<file path="src/mpt_pkg.sv">
package mpt_pkg;

  localparam int MOD_WIDTH = 32;
  localparam int MODULUS_W = 32;
  localparam int BASE_W    = 32;
  localparam int DEPTH_W   = 6;
  localparam int VALUE_W   = 32;

  // Dividend width of the remainder unit: a full product, or the base if wider.
  localparam int PROD_W = 2 * MOD_WIDTH;
  localparam int DIV_W  = (PROD_W > BASE_W) ? PROD_W : BASE_W;
  localparam int CNT_W  = $clog2(DIV_W + 1);

  localparam logic [MODULUS_W-1:0] MODULUS_RESET = MODULUS_W'(1000000);

  typedef struct packed {
    logic accept;
    logic take_base;
    logic init_pow;
    logic end_level;
    logic mul_acc;
    logic mul_sq;
    logic rem_prod;
    logic set_acc;
    logic set_sq;
    logic shift_e;
    logic out_load;
  } mpt_cmd_t;

  typedef struct packed {
    logic depth_zero;
    logic rem_done;
    logic level_done;
    logic e_zero;
    logic e_odd;
    logic e_one;
    logic out_free;
  } mpt_status_t;

endpackage

</file>
<file path="src/mpt_if.sv">
interface mpt_in_if;
  logic                          valid;
  logic                          ready;
  logic [mpt_pkg::BASE_W-1:0]    base;
  logic [mpt_pkg::DEPTH_W-1:0]   depth;

  modport source (output valid, output base, output depth, input ready);
  modport sink   (input valid, input base, input depth, output ready);
endinterface

interface mpt_out_if;
  logic                          valid;
  logic                          ready;
  logic [mpt_pkg::VALUE_W-1:0]   value;

  modport source (output valid, output value, input ready);
  modport sink   (input valid, input value, output ready);
endinterface

interface mpt_cfg_if;
  logic                          valid;
  logic                          ready;
  logic [mpt_pkg::MODULUS_W-1:0] data;

  modport source (output valid, output data, input ready);
  modport sink   (input valid, input data, output ready);
endinterface

</file>
<file path="src/modular_power_tower.sv">
// Modular power tower: for each item (base, depth) returns one value, the tower
// base^base^...^base of the given depth reduced modulo the modulus register,
// evaluated from the top with every exponent taken as the reduced value of the
// level below. Depth 0 returns 1; depth 1 returns base mod m; a modulus of 0
// acts as 1. One item is worked at a time. All arithmetic runs on one 32x32
// multiplier and one serial remainder unit that retires one dividend bit per
// cycle. An item of depth 0 goes straight to the finishing step. Any other
// item first takes and reduces the base; then for each level above the first
// it raises the base to that level's exponent, with a multiply and a reduction
// for each set exponent bit and a square and a reduction for each exponent
// bit but the last (none for a zero exponent), and then finishes. A finished
// value waits in an output register; the next item is taken as soon as the
// previous value is in that register. Write the modulus only while the block
// is idle.
module modular_power_tower (
  input  logic       clk,
  input  logic       rst,
  mpt_in_if.sink     req,
  mpt_out_if.source  rsp,
  mpt_cfg_if.sink    cfg
);

  mpt_pkg::mpt_cmd_t    cmd;
  mpt_pkg::mpt_status_t st;

  assign cfg.ready = 1'b1;

  mpt_ctrl u_ctrl (
    .clk      (clk),
    .rst      (rst),
    .in_valid (req.valid),
    .in_ready (req.ready),
    .st       (st),
    .cmd      (cmd)
  );

  mpt_dp u_dp (
    .clk       (clk),
    .rst       (rst),
    .cmd       (cmd),
    .st        (st),
    .base      (req.base),
    .depth     (req.depth),
    .cfg_write (cfg.valid),
    .cfg_data  (cfg.data),
    .out_valid (rsp.valid),
    .out_ready (rsp.ready),
    .value     (rsp.value)
  );

endmodule

</file>
<file path="src/mpt_rem.sv">
module mpt_rem (
  input  logic                           clk,
  input  logic                           rst,
  input  logic                           start,
  input  logic [mpt_pkg::DIV_W-1:0]      x,
  input  logic [mpt_pkg::MOD_WIDTH-1:0]  m,
  output logic                           busy,
  output logic                           done,
  output logic [mpt_pkg::MOD_WIDTH-1:0]  rem
);

  logic [mpt_pkg::DIV_W-1:0]     x_sh;
  logic [mpt_pkg::CNT_W-1:0]     cnt;
  logic [mpt_pkg::MOD_WIDTH:0]   trial;
  logic [mpt_pkg::MOD_WIDTH:0]   trial_sub;

  // Restoring remainder: bring in one dividend bit per cycle, msb first.
  assign trial     = {rem, x_sh[mpt_pkg::DIV_W-1]};
  assign trial_sub = trial - {1'b0, m};

  always_ff @(posedge clk) begin
    if (rst) begin
      busy <= 1'b0;
      done <= 1'b0;
      cnt  <= '0;
    end else begin
      done <= 1'b0;
      if (start) begin
        busy <= 1'b1;
        cnt  <= mpt_pkg::CNT_W'(mpt_pkg::DIV_W);
      end else if (busy) begin
        cnt <= cnt - 1'b1;
        if (cnt == mpt_pkg::CNT_W'(1)) begin
          busy <= 1'b0;
          done <= 1'b1;
        end
      end
    end
  end

  always_ff @(posedge clk) begin
    if (start) begin
      x_sh <= x;
      rem  <= '0;
    end else if (busy) begin
      x_sh <= {x_sh[mpt_pkg::DIV_W-2:0], 1'b0};
      if (trial >= {1'b0, m}) begin
        rem <= trial_sub[mpt_pkg::MOD_WIDTH-1:0];
      end else begin
        rem <= trial[mpt_pkg::MOD_WIDTH-1:0];
      end
    end
  end

endmodule

</file>
<file path="src/mpt_dp.sv">
module mpt_dp (
  input  logic                            clk,
  input  logic                            rst,
  input  mpt_pkg::mpt_cmd_t               cmd,
  output mpt_pkg::mpt_status_t            st,
  input  logic [mpt_pkg::BASE_W-1:0]      base,
  input  logic [mpt_pkg::DEPTH_W-1:0]     depth,
  input  logic                            cfg_write,
  input  logic [mpt_pkg::MODULUS_W-1:0]   cfg_data,
  output logic                            out_valid,
  input  logic                            out_ready,
  output logic [mpt_pkg::VALUE_W-1:0]     value
);

  logic [mpt_pkg::MODULUS_W-1:0]   modulus;
  logic [mpt_pkg::MOD_WIDTH-1:0]   m_eff;
  logic [mpt_pkg::MOD_WIDTH-1:0]   one_mod;
  logic [mpt_pkg::DEPTH_W-1:0]     depth_q;
  logic [mpt_pkg::DEPTH_W-1:0]     level;
  logic [mpt_pkg::MOD_WIDTH-1:0]   b;
  logic [mpt_pkg::MOD_WIDTH-1:0]   r;
  logic [mpt_pkg::MOD_WIDTH-1:0]   acc;
  logic [mpt_pkg::MOD_WIDTH-1:0]   sq;
  logic [mpt_pkg::MOD_WIDTH-1:0]   e;
  logic [mpt_pkg::MOD_WIDTH-1:0]   mul_a;
  logic [mpt_pkg::PROD_W-1:0]      mul_p;
  logic [mpt_pkg::PROD_W-1:0]      prod;
  logic                            base_start;
  logic                            rem_start;
  logic [mpt_pkg::DIV_W-1:0]       rem_x;
  logic                            rem_busy;
  logic                            rem_done;
  logic [mpt_pkg::MOD_WIDTH-1:0]   rem_val;
  logic                            out_free;

  // A zero modulus acts as one.
  assign m_eff   = (modulus[mpt_pkg::MOD_WIDTH-1:0] == '0)
                   ? mpt_pkg::MOD_WIDTH'(1) : modulus[mpt_pkg::MOD_WIDTH-1:0];
  assign one_mod = (m_eff == mpt_pkg::MOD_WIDTH'(1))
                   ? '0 : mpt_pkg::MOD_WIDTH'(1);

  assign base_start = cmd.accept && (depth != '0);
  assign rem_start  = base_start || cmd.rem_prod;
  assign rem_x      = base_start ? mpt_pkg::DIV_W'(base) : mpt_pkg::DIV_W'(prod);

  assign mul_a = cmd.mul_sq ? sq : acc;
  assign mul_p = mpt_pkg::PROD_W'(mul_a) * mpt_pkg::PROD_W'(sq);

  assign out_free = !out_valid || out_ready;

  assign st.depth_zero = (depth == '0);
  assign st.rem_done   = rem_done;
  assign st.level_done = (level == depth_q);
  assign st.e_zero     = (e == '0);
  assign st.e_odd      = e[0];
  assign st.e_one      = (e == mpt_pkg::MOD_WIDTH'(1));
  assign st.out_free   = out_free;

  mpt_rem u_rem (
    .clk   (clk),
    .rst   (rst),
    .start (rem_start),
    .x     (rem_x),
    .m     (m_eff),
    .busy  (rem_busy),
    .done  (rem_done),
    .rem   (rem_val)
  );

  always_ff @(posedge clk) begin
    if (rst) begin
      modulus   <= mpt_pkg::MODULUS_RESET;
      out_valid <= 1'b0;
    end else begin
      if (cfg_write) begin
        modulus <= cfg_data;
      end
      if (cmd.out_load) begin
        out_valid <= 1'b1;
      end else if (out_ready) begin
        out_valid <= 1'b0;
      end
    end
  end

  always_ff @(posedge clk) begin
    if (cmd.accept) begin
      depth_q <= depth;
      // depth zero gives one, unreduced
      r       <= mpt_pkg::MOD_WIDTH'(1);
    end
    if (cmd.take_base) begin
      b     <= rem_val;
      r     <= rem_val;
      level <= mpt_pkg::DEPTH_W'(1);
    end
    if (cmd.init_pow) begin
      acc <= one_mod;
      sq  <= b;
      e   <= r;
    end
    if (cmd.end_level) begin
      r     <= acc;
      level <= level + 1'b1;
    end
    if (cmd.mul_acc || cmd.mul_sq) begin
      prod <= mul_p;
    end
    if (cmd.set_acc) begin
      acc <= rem_val;
    end
    if (cmd.set_sq) begin
      sq <= rem_val;
    end
    if (cmd.shift_e) begin
      e <= e >> 1;
    end
    if (cmd.out_load) begin
      value <= mpt_pkg::VALUE_W'(r);
    end
  end

  a_rem_range: assert property (@(posedge clk) disable iff (rst)
    rem_done |-> (rem_val < m_eff))
    else $error("remainder not below modulus");

  a_rem_start_idle: assert property (@(posedge clk) disable iff (rst)
    rem_start |-> !rem_busy)
    else $error("remainder started while busy");

  a_no_overwrite: assert property (@(posedge clk) disable iff (rst)
    cmd.out_load |-> out_free)
    else $error("pending result overwritten");

  a_acc_range: assert property (@(posedge clk) disable iff (rst)
    cmd.end_level |-> (acc < m_eff))
    else $error("level result not reduced");

endmodule

</file>
<file path="src/mpt_ctrl.sv">
module mpt_ctrl (
  input  logic                  clk,
  input  logic                  rst,
  input  logic                  in_valid,
  output logic                  in_ready,
  input  mpt_pkg::mpt_status_t  st,
  output mpt_pkg::mpt_cmd_t     cmd
);

  typedef enum logic [9:0] {
    S_IDLE     = 10'b0000000001,
    S_RED_BASE = 10'b0000000010,
    S_LEVEL    = 10'b0000000100,
    S_EXP      = 10'b0000001000,
    S_MUL_A    = 10'b0000010000,
    S_REM_A    = 10'b0000100000,
    S_SQ       = 10'b0001000000,
    S_MUL_S    = 10'b0010000000,
    S_REM_S    = 10'b0100000000,
    S_FIN      = 10'b1000000000
  } ctrl_state_t;

  ctrl_state_t state;
  ctrl_state_t state_next;

  assign in_ready = (state == S_IDLE);

  always_comb begin
    state_next = state;
    cmd        = '0;
    case (state)
      S_IDLE: begin
        if (in_valid) begin
          cmd.accept = 1'b1;
          state_next = st.depth_zero ? S_FIN : S_RED_BASE;
        end
      end
      S_RED_BASE: begin
        if (st.rem_done) begin
          cmd.take_base = 1'b1;
          state_next    = S_LEVEL;
        end
      end
      S_LEVEL: begin
        if (st.level_done) begin
          state_next = S_FIN;
        end else begin
          cmd.init_pow = 1'b1;
          state_next   = S_EXP;
        end
      end
      S_EXP: begin
        if (st.e_zero) begin
          cmd.end_level = 1'b1;
          state_next    = S_LEVEL;
        end else if (st.e_odd) begin
          cmd.mul_acc = 1'b1;
          state_next  = S_MUL_A;
        end else begin
          state_next = S_SQ;
        end
      end
      S_MUL_A: begin
        cmd.rem_prod = 1'b1;
        state_next   = S_REM_A;
      end
      S_REM_A: begin
        if (st.rem_done) begin
          cmd.set_acc = 1'b1;
          // last exponent bit: the square is never used
          if (st.e_one) begin
            cmd.shift_e = 1'b1;
            state_next  = S_EXP;
          end else begin
            state_next = S_SQ;
          end
        end
      end
      S_SQ: begin
        cmd.mul_sq = 1'b1;
        state_next = S_MUL_S;
      end
      S_MUL_S: begin
        cmd.rem_prod = 1'b1;
        state_next   = S_REM_S;
      end
      S_REM_S: begin
        if (st.rem_done) begin
          cmd.set_sq  = 1'b1;
          cmd.shift_e = 1'b1;
          state_next  = S_EXP;
        end
      end
      S_FIN: begin
        if (st.out_free) begin
          cmd.out_load = 1'b1;
          state_next   = S_IDLE;
        end
      end
      default: begin
        state_next = S_IDLE;
      end
    endcase
  end

  always_ff @(posedge clk) begin
    if (rst) begin
      state <= S_IDLE;
    end else begin
      state <= state_next;
    end
  end

endmodule
</file>
<file path="src/flat_wrapper.sv">
// flat-port wrapper written by rule: the top's interface ports become plain ports
module modular_power_tower_flat 
  (clk, rst, req_valid, req_base, req_depth, req_ready, rsp_valid, rsp_value, rsp_ready, cfg_valid, cfg_data, cfg_ready);
  mpt_in_if req_i ();
  mpt_out_if rsp_i ();
  mpt_cfg_if cfg_i ();
  input  logic clk;
  input  logic rst;
  input wire logic [$bits(req_i.valid)-1:0] req_valid;
  input wire logic [$bits(req_i.base)-1:0] req_base;
  input wire logic [$bits(req_i.depth)-1:0] req_depth;
  output wire logic [$bits(req_i.ready)-1:0] req_ready;
  output wire logic [$bits(rsp_i.valid)-1:0] rsp_valid;
  output wire logic [$bits(rsp_i.value)-1:0] rsp_value;
  input wire logic [$bits(rsp_i.ready)-1:0] rsp_ready;
  input wire logic [$bits(cfg_i.valid)-1:0] cfg_valid;
  input wire logic [$bits(cfg_i.data)-1:0] cfg_data;
  output wire logic [$bits(cfg_i.ready)-1:0] cfg_ready;
  assign req_i.valid = req_valid;
  assign req_i.base = req_base;
  assign req_i.depth = req_depth;
  assign req_ready = req_i.ready;
  assign rsp_valid = rsp_i.valid;
  assign rsp_value = rsp_i.value;
  assign rsp_i.ready = rsp_ready;
  assign cfg_i.valid = cfg_valid;
  assign cfg_i.data = cfg_data;
  assign cfg_ready = cfg_i.ready;
  modular_power_tower u_core (.clk(clk), .rst(rst), .req(req_i), .rsp(rsp_i), .cfg(cfg_i));
endmodule
</file>
<file path="config.mk">
export PLATFORM = sky130hd
export DESIGN_NAME = modular_power_tower_flat
export DESIGN_NICKNAME = d
export VERILOG_FILES = /design/src/mpt_pkg.sv /design/src/mpt_if.sv /design/src/modular_power_tower.sv /design/src/mpt_rem.sv /design/src/mpt_dp.sv /design/src/mpt_ctrl.sv /design/src/flat_wrapper.sv
export SDC_FILE = /design/constraint.sdc
export NUM_CORES = 2
export LEC_CHECK = 0
export BUFFER_PORTS_ARGS = -buffer_cell sky130_fd_sc_hd__buf_2
export CELL_PAD_IN_SITES_DETAIL_PLACEMENT = 1
export CELL_PAD_IN_SITES_GLOBAL_PLACEMENT = 2
export CORE_UTILIZATION = 43
export DETAILED_ROUTE_END_ITERATION = 8
export PLACE_DENSITY = 0.9
export SETUP_SLACK_MARGIN = 0.5
export SLEW_MARGIN = 5
export SYNTH_ARGS = -nofsm -noshare
export SYNTH_HDL_FRONTEND = slang
export SYNTH_SLANG_ARGS = --single-unit
</file>
<file path="constraint.sdc">
create_clock -name clk -period 11 [get_ports clk]
set_input_delay 1.1 -clock clk [delete_from_list [all_inputs] [get_ports clk]]
set_output_delay 1.1 -clock clk [all_outputs]
set_load 0.01 [all_outputs]
</file>
==> metrics.txt <==
Avg WL per Cell=22.6 µm; most frequent cell after synthesis=fa_1; endpoints failing setup=0; first-pass GRT wire length=~240 mm; Syn Area/Cell=a little under 10 µm²; met1 Usage GRT=30.5%; hold_ws=463 ps; area grow syn2layout=7.79%; arrival time worst endpoint=10,620 ps; detailed-route DRC error count=0; vias per cell=5.41; Max stage delay cell, worst path=fa_1; post-synth top area cell=fa_1; R2R Setup Slk=910 ps; die width=348 µm; max_slew headroom=30.8%; largest net degree at the start of global routing=74; main area contributors after synthesis=fa_1 (35%), edfxtp_1 (19%), and2_1 (7.5%), ha_1 (7.2%), inv_1 (6.5%); Worst setup SP type=register; clk root buf=clkbuf_16; Total Routing Usage GR=25.8%; syn_nets=6,450; GRT busiest layer=met2; Fin Clk Skew=46.0 ps; met2 global-route usage=45.8%; maximum VDD drop=roughly 0.12 mV; Reg-to-Reg Start=u_core.u_ctrl.state[1]; RSZ-0062 raised after global routing=no; Critical R2R Capture=u_core.u_dp.prod[61]; 1st-iter DRT viols=2,036; mapped cell area=51,500 µm²; final hold viol count=0; EDFF count, synth=331; final RePlAce weighted congestion=0.894; max-slew violation count=0; Worst EP required=roughly 12,000 ps; worst min path class=reg -> reg; port bufs=between 100 and 150; register clock-pin slew on the reported worst setup and hold paths=60 ps; Crit path top cell by count=fa_1; Setup CP Type=reg -> reg; Most used DFF post-synth=edfxtp_1; Least-Margin Pin Slew=1040 ps; #FFs+latches synth=416; row count=126; post-route worst setup slack=906 ps; layout cell share with drive strength beyond 1=roughly 7.6%; WL final=approximately 150 mm; setup tns final=0 ps; CTS tree=built; synth unique cells=82; DP HPWL=122 mm; Die H=348 µm; Worst path max stage delay=approximately 600 ps; 1st-pass router iterations=5; r2r worst-path depth=30; Max Clock Freq=roughly 0.099 GHz; post-CTS setup repair buffer count=0; Die Area=121,000 µm²; min cycle time layout=10,090 ps; status=complete, no violations; Synth Warn #=0; CTS Buffer Depth=3; Async SR Flop Fraction=0%; vias in the first global route=41,300; total CTS buffers=47; Initial Utilization=43.5%; CP max FO=34; Syn Inst Count=5,180; latest clock arrival within the worst-skew pair=660 ps; DR vias=36,700; final net count=6,422; register area share after synthesis=22.6%; top-area cell type share of the netlist area=around a third; Hold Crit Depth=0; Core ar.=118,000 µm²; GR Overflow Total=0; # Max-Cap Violations=0; crit-path leading delay family=adder cells; # IOs=110; CTS Sinks=416; synth cell count leaders=fa_1 (897), inv_1 (896), nand2_1 (733); CP bufs+invs=6; Antenna Nets Post-Route=0; met3 Usage GRT=~3.0%; initial antenna violation count=3; static leakage=25.7 nW; CP endpoint kind=register; Fillers=13,300; hold_sp=u_core.u_dp.r[10]; CTS H-tree lvls=2; pre-CTS setup slack=between 700 and 800 ps; Hold Path End=u_core.u_dp.value[10]; final period utilization=91.8%; power per cell area=89.7 nW/µm²
==> where the power goes <==
group / internal, W / switching (W) / leakage, nW
sequential: 0.00188 / 0.000202 / 3.84
clock: 0.00100 / 0.000726 / 0.817
combinational: 0.000480 / 0.000687 / 21.1
total: 0.00336 / 0.00161 / 25.7
==> state kept, by name, summed over array words and instances (netlist names) <==
signal / cells
u_core.u_dp.u_rem.done: 1
u_core.u_dp.e: 32
u_core.u_dp.u_rem.x_sh: 64
u_core.u_dp.u_rem.cnt: 7
u_core.u_dp.sq: 32
u_core.u_dp.modulus: 32
u_core.u_dp.level: 6
u_core.u_dp.prod: 64
u_core.u_dp.r: 32
u_core.u_dp.out_valid: 1
u_core.u_ctrl.state: 10
u_core.u_dp.depth_q: 6
u_core.u_dp.u_rem.busy: 1
u_core.u_dp.acc: 32
u_core.u_dp.b: 32
u_core.u_dp.u_rem.rem: 32
u_core.u_dp.value: 32
==> stage by stage <==
step / util [%] / power [W] / area, µm² / instances
after floorplan: - / 0.00290 / 51500 / 5180
after global placement: 45.4 / 0.00322 / 53700 / 6703
after detailed placement: 45.4 / 0.00327 / 53700 / 6703
after CTS: 46.8 / 0.00501 / 55400 / 6790
after global routing: 46.9 / 0.00521 / 55500 / 6790
final: 46.9 / 0.00498 / 55500 / 6792
==> how the worst max path moves through the flow <==
stage	slack [ps]	cells after the start	startpoint	end
final	910	30	u_core.u_ctrl.state[1]	u_core.u_dp.prod[61]
after global routing	510	31	u_core.u_ctrl.state[1]	u_core.u_dp.prod[61]
after CTS	660	30	u_core.u_ctrl.state[1]	u_core.u_dp.prod[63]
after detailed placement	710	29	u_core.u_ctrl.state[1]	u_core.u_dp.prod[61]
after global placement	890	28	u_core.u_ctrl.state[1]	u_core.u_dp.prod[61]
after floorplan	2190	31	u_core.u_ctrl.state[1]	u_core.u_dp.prod[61]
==> logic make-up (layout without fill, tap and decap cells) <==
group	count (synthesis)	count (layout)	share of synthesized area, %
buffers and inverters	1189	1199	8.75
and+or+nand+nor	1656	1656	16.0
AOI/OAI and AO/OA	512	512	6.52
DFF	416	416	22.6
xor gates and xnor gates	102	102	1.74
adders and majority gates	1195	1195	42.1
muxes	109	109	2.27
other	1	3	0.00729
==> final cells by class <==
type / instances / area (µm²) / share of cell area (%)
antenna: 2 / 5.00 / 0.00902
clock buffer: 52 / 1210 / 2.19
clock inverter: 35 / 488 / 0.879
inverter: 896 / 3360 / 6.06
multi-input combinational: 3575 / 35400 / 63.8
sequential: 416 / 11600 / 21.0
tap: 1600 / 2000 / 3.61
timing repair buffer: 216 / 1360 / 2.46
==> per-layer routing <==
layer | wire, µm | part of all wire [%] | vias up
li1 | - | - | 16100
met1 | 58500 | 38 | 19300
met2 | 78800 | 51 | 993
met3 | 6780 | 4.4 | 370
met4 | 9440 | 6.1 | 0
met5 | 0 | 0 | -
==> cells in the final DEF (no fill, tap or decap), drive strengths merged, types with 14 or more instances in the layout <==
cell,instances
a22oi,31
and2,617
and3,16
inv,900
a22o,31
o211ai,15
nor2,126
nor4,20
o21a,28
nand4,22
buf,216
xnor2,65
mux2,62
a21oi,147
xor2,37
nand3,34
a211oi,31
clkinv,19
o21bai,16
fa,897
nor3,28
nand2,734
clkbuf,52
o21ai,92
dfxtp,85
edfxtp,331
a21o,55
mux2i,47
ha,298
nor2b,14
==> timing repair <==
action	in CTS	in global routing
endpoints found under the setup margin	0	14
resized for setup	0	11
hold buffers	0	0
(Power assumes the default switching activity.)
